===== src/design/lmb_ram.sv =====
// Generic single-port synchronous RAM with a registered read.
module lmb_ram #(
  parameter int Width = 8,
  parameter int Depth = 256
) (
  input  logic                     clk,
  input  logic                     we,
  input  logic [$clog2(Depth)-1:0] addr,
  input  logic [Width-1:0]         wdata,
  output logic [Width-1:0]         rdata
);

  logic [Width-1:0] mem [Depth];

  // At most one write and one read of the same address each cycle; the read returns the old contents.
  always_ff @(posedge clk) begin
    if (we) begin
      mem[addr] <= wdata;
    end
    rdata <= mem[addr];
  end

endmodule


===== config.mk =====
export PLATFORM = sky130hd
export DESIGN_NAME = lmb_ram
export DESIGN_NICKNAME = d
export VERILOG_FILES = /design/src/design/lmb_ram.sv
export SDC_FILE = /design/constraint.sdc
export NUM_CORES = 2
export LEC_CHECK = 0
export BUFFER_PORTS_ARGS = -buffer_cell sky130_fd_sc_hd__buf_2
export CORE_MARGIN = 5
export CORE_UTILIZATION = 60
export DETAILED_ROUTE_END_ITERATION = 16
export PLACE_DENSITY = 0.76
export SLEW_MARGIN = 20
export SYNTH_ARGS = -nofsm -noshare
export SYNTH_HDL_FRONTEND = slang
export SYNTH_SLANG_ARGS = --single-unit

===== constraint.sdc =====
create_clock -name clk -period 3.15 [get_ports clk]
set_clock_uncertainty 0.05 [all_clocks]
set_input_delay 0.1575 -clock clk [delete_from_list [all_inputs] [get_ports clk]]
set_output_delay 0.1575 -clock clk [all_outputs]
set_load 0.02 [all_outputs]

==> impl_metrics.json <==
{
  "outcome": "finished clean",
  "drive_gt1_share_pct": 29.9,
  "synthTopCellsByCount": "edfxtp_1, mux4_2, a22oi_1",
  "synth-edff-count": 2048,
  "reg2reg_from": "mem[127][3]",
  "maxSlewHeadroom_pct": 21.7,
  "fill_cells": 7630,
  "drt_iter0_markers": 6064,
  "hold_start": "wdata[5]",
  "htreeDepth": 4,
  "async_reset_ff_share_pct": 0,
  "ys.flop_type": "edfxtp_1",
  "rows": 132,
  "min_period_ps": 3020,
  "gp_congestion": 0.828,
  "fin_ws_ps": 130,
  "hold_viol": 0,
  "synth_top_cell_by_area": "edfxtp_1",
  "io_buffers": 25,
  "power.leakage_nw": 28.1,
  "grt_max_degree": 117,
  "cp-start-kind": "flop",
  "pre_cts_slack_ps": -403,
  "synth_cells": 3547,
  "cp.required_ps": 3740,
  "startpoint": "mem[127][3]",
  "ir_drop_mv": 0.789,
  "core-area_um2": 130000,
  "dr_total_vias": 39700,
  "post-route-period-util_pct": 95.9,
  "critical_path.max_stage_delay_ps": 1050,
  "synth_top_area_share_pct": 78.3,
  "tightest_slew_ps": 1160,
  "grt_pass1_vias": 40100,
  "clk-insertion-delay-late_ps": 830,
  "antenna_found_initial": 12,
  "finalPower_w": 0.0550,
  "worstPathCellList": "mux4_2 > a22oi_1 > a21oi_1 > o41ai_1 > buf_4 > nand4_1",
  "yosysUniqueCellTypes": 22,
  "seq_area_frac_synth_pct": 78.6,
  "power.density_nw_per_um2": 614,
  "path_buf_inv": 1,
  "rsz0062_at_grt": "no",
  "cts_tree": "built",
  "finalSetupViolations": 0,
  "place_hpwl_mm": 112,
  "die_h_um": 372,
  "critPathKind": "flop to flop",
  "cts_made_buffers": 194,
  "cp.arrival_ps": 3610,
  "nets": 3989,
  "syn2layout_area_growth_pct": 14.3,
  "yosys_warnings": 0,
  "crit_fanout": 1,
  "syn_nets": 3565,
  "whs_ps": 13.7,
  "cts_root_buf": "clkbuf_16",
  "netlist_area_um2": 78500,
  "synth.most_common_cell": "edfxtp_1",
  "route.detailed.drc": 0,
  "cpMaxStageDelayCell": "o41ai_1",
  "routed_wl_mm": 189,
  "initial_core_util_pct": 60.5,
  "synth-seq-cells": 2056,
  "fp.dieArea_um2": 138000,
  "dr.pass1.iters": 7,
  "clockBufferDepth": 3,
  "netlist_top_cells_area": "edfxtp_1, mux4_2, a22oi_1, nor2_1, a21oi_1",
  "avgSynthCellArea_um2": 22.1,
  "maxCapViolCount": 0,
  "cts_resized": 0,
  "routed_via_density": 6.75,
  "grt_remaining_overflow": 0,
  "grt_use_total_pct": 28.1,
  "wl_per_cell_um": 32.2,
  "fin_util_pct": 69.1,
  "min_path_type": "input port to flop",
  "numClockSinks": 2056,
  "timing.fmax_mhz": 331,
  "ant_nets": 0,
  "cp-end-kind": "flop",
  "cp_top_family": "compound AO/OA/AOI/OAI gates",
  "grt_first_pass_wirelength_mm": 278,
  "finalMaxSlewViolations": 0,
  "die_x_um": 372,
  "clk_pin_slew_worst_paths_ps": 60,
  "num_io_pins": 26
}
layout by cell type (no fill, tap or decap), drive strengths merged:
cell         count
a21oi          128
a22oi          256
and2             3
buf            445
bufinv           9
clkbuf         266
clkinv          76
clkinvlp         6
dfxtp            8
diode            6
dlygate4sd3      7
edfxtp        2048
inv              7
mux4           512
nand2           28
nand2b           6
nand3           13
nand4            8
nor2           232
nor2b            7
nor3            30
o41ai           32
or2              2
or3              1
metrics by stage:
step | cell area (µm²) | TNS (ps) | std cells
floorplan | 78500 | 0 | 3547
finish | 89700 | 0 | 5878
detailed placement | 83600 | -1270 | 5510
global route | 89700 | 0 | 5872
global placement | 83600 | -2040 | 5510
CTS | 89700 | 0 | 5872
power by group:
group          total [W]  switching (W)  internal (W)
clock network     0.0222        0.00978        0.0124
logic            0.00266        0.00168      0.000976
registers         0.0302      0.0000503        0.0302
state kept, by name (all words and copies together) (netlist names):
| signal | cells |
|---|---|
| mem | 2048 |
| rdata | 8 |
metal layers:
layer	global-route usage, %	wire (µm)	vias up
li1	-	-	15900
met4	9.40	6540	6
met2	44.4	92900	2649
met5	0	46	-
met3	6.99	22100	365
met1	39.6	67900	20700
logic make-up after synthesis:
group                  share of synthesized area (%)
AO/OA/AOI/OAI                                   3.62
buffers and inverters                           1.40
flip-flops                                      78.6
multiplexers                                    14.7
AND/OR/NAND/NOR                                 1.73
final timing paths:
check,endpoint,slack (ps),cells past startpoint
worst min register to register,rdata[7],930,5
worst min-delay path,mem[87][5],10,1
worst max register to register,rdata[3],130,6
worst max-delay path,rdata[3],130,6
what timing repair did:
item,4_1_cts,5_1_grt
buffers inserted,0,0
endpoints found under the hold margin,312,0
hold buffers,7,0
area by class of cell:
| cell class | count | area, µm² | area share [%] |
|---|---|---|---|
| Sequential cell | 2056 | 61700 | 68.7 |
| Antenna cell | 6 | 15.0 | 0.0167 |
| Timing Repair Buffer | 460 | 4050 | 4.51 |
| Tap cell | 1742 | 2180 | 2.43 |
| Multi-Input combinational cell | 1258 | 15800 | 17.6 |
| Clock inverter | 97 | 778 | 0.868 |
| Clock buffer | 258 | 5230 | 5.83 |
| Inverter | 1 | 3.75 | 0.00419 |
No activity file was read; power rests on OpenSTA's default activity.
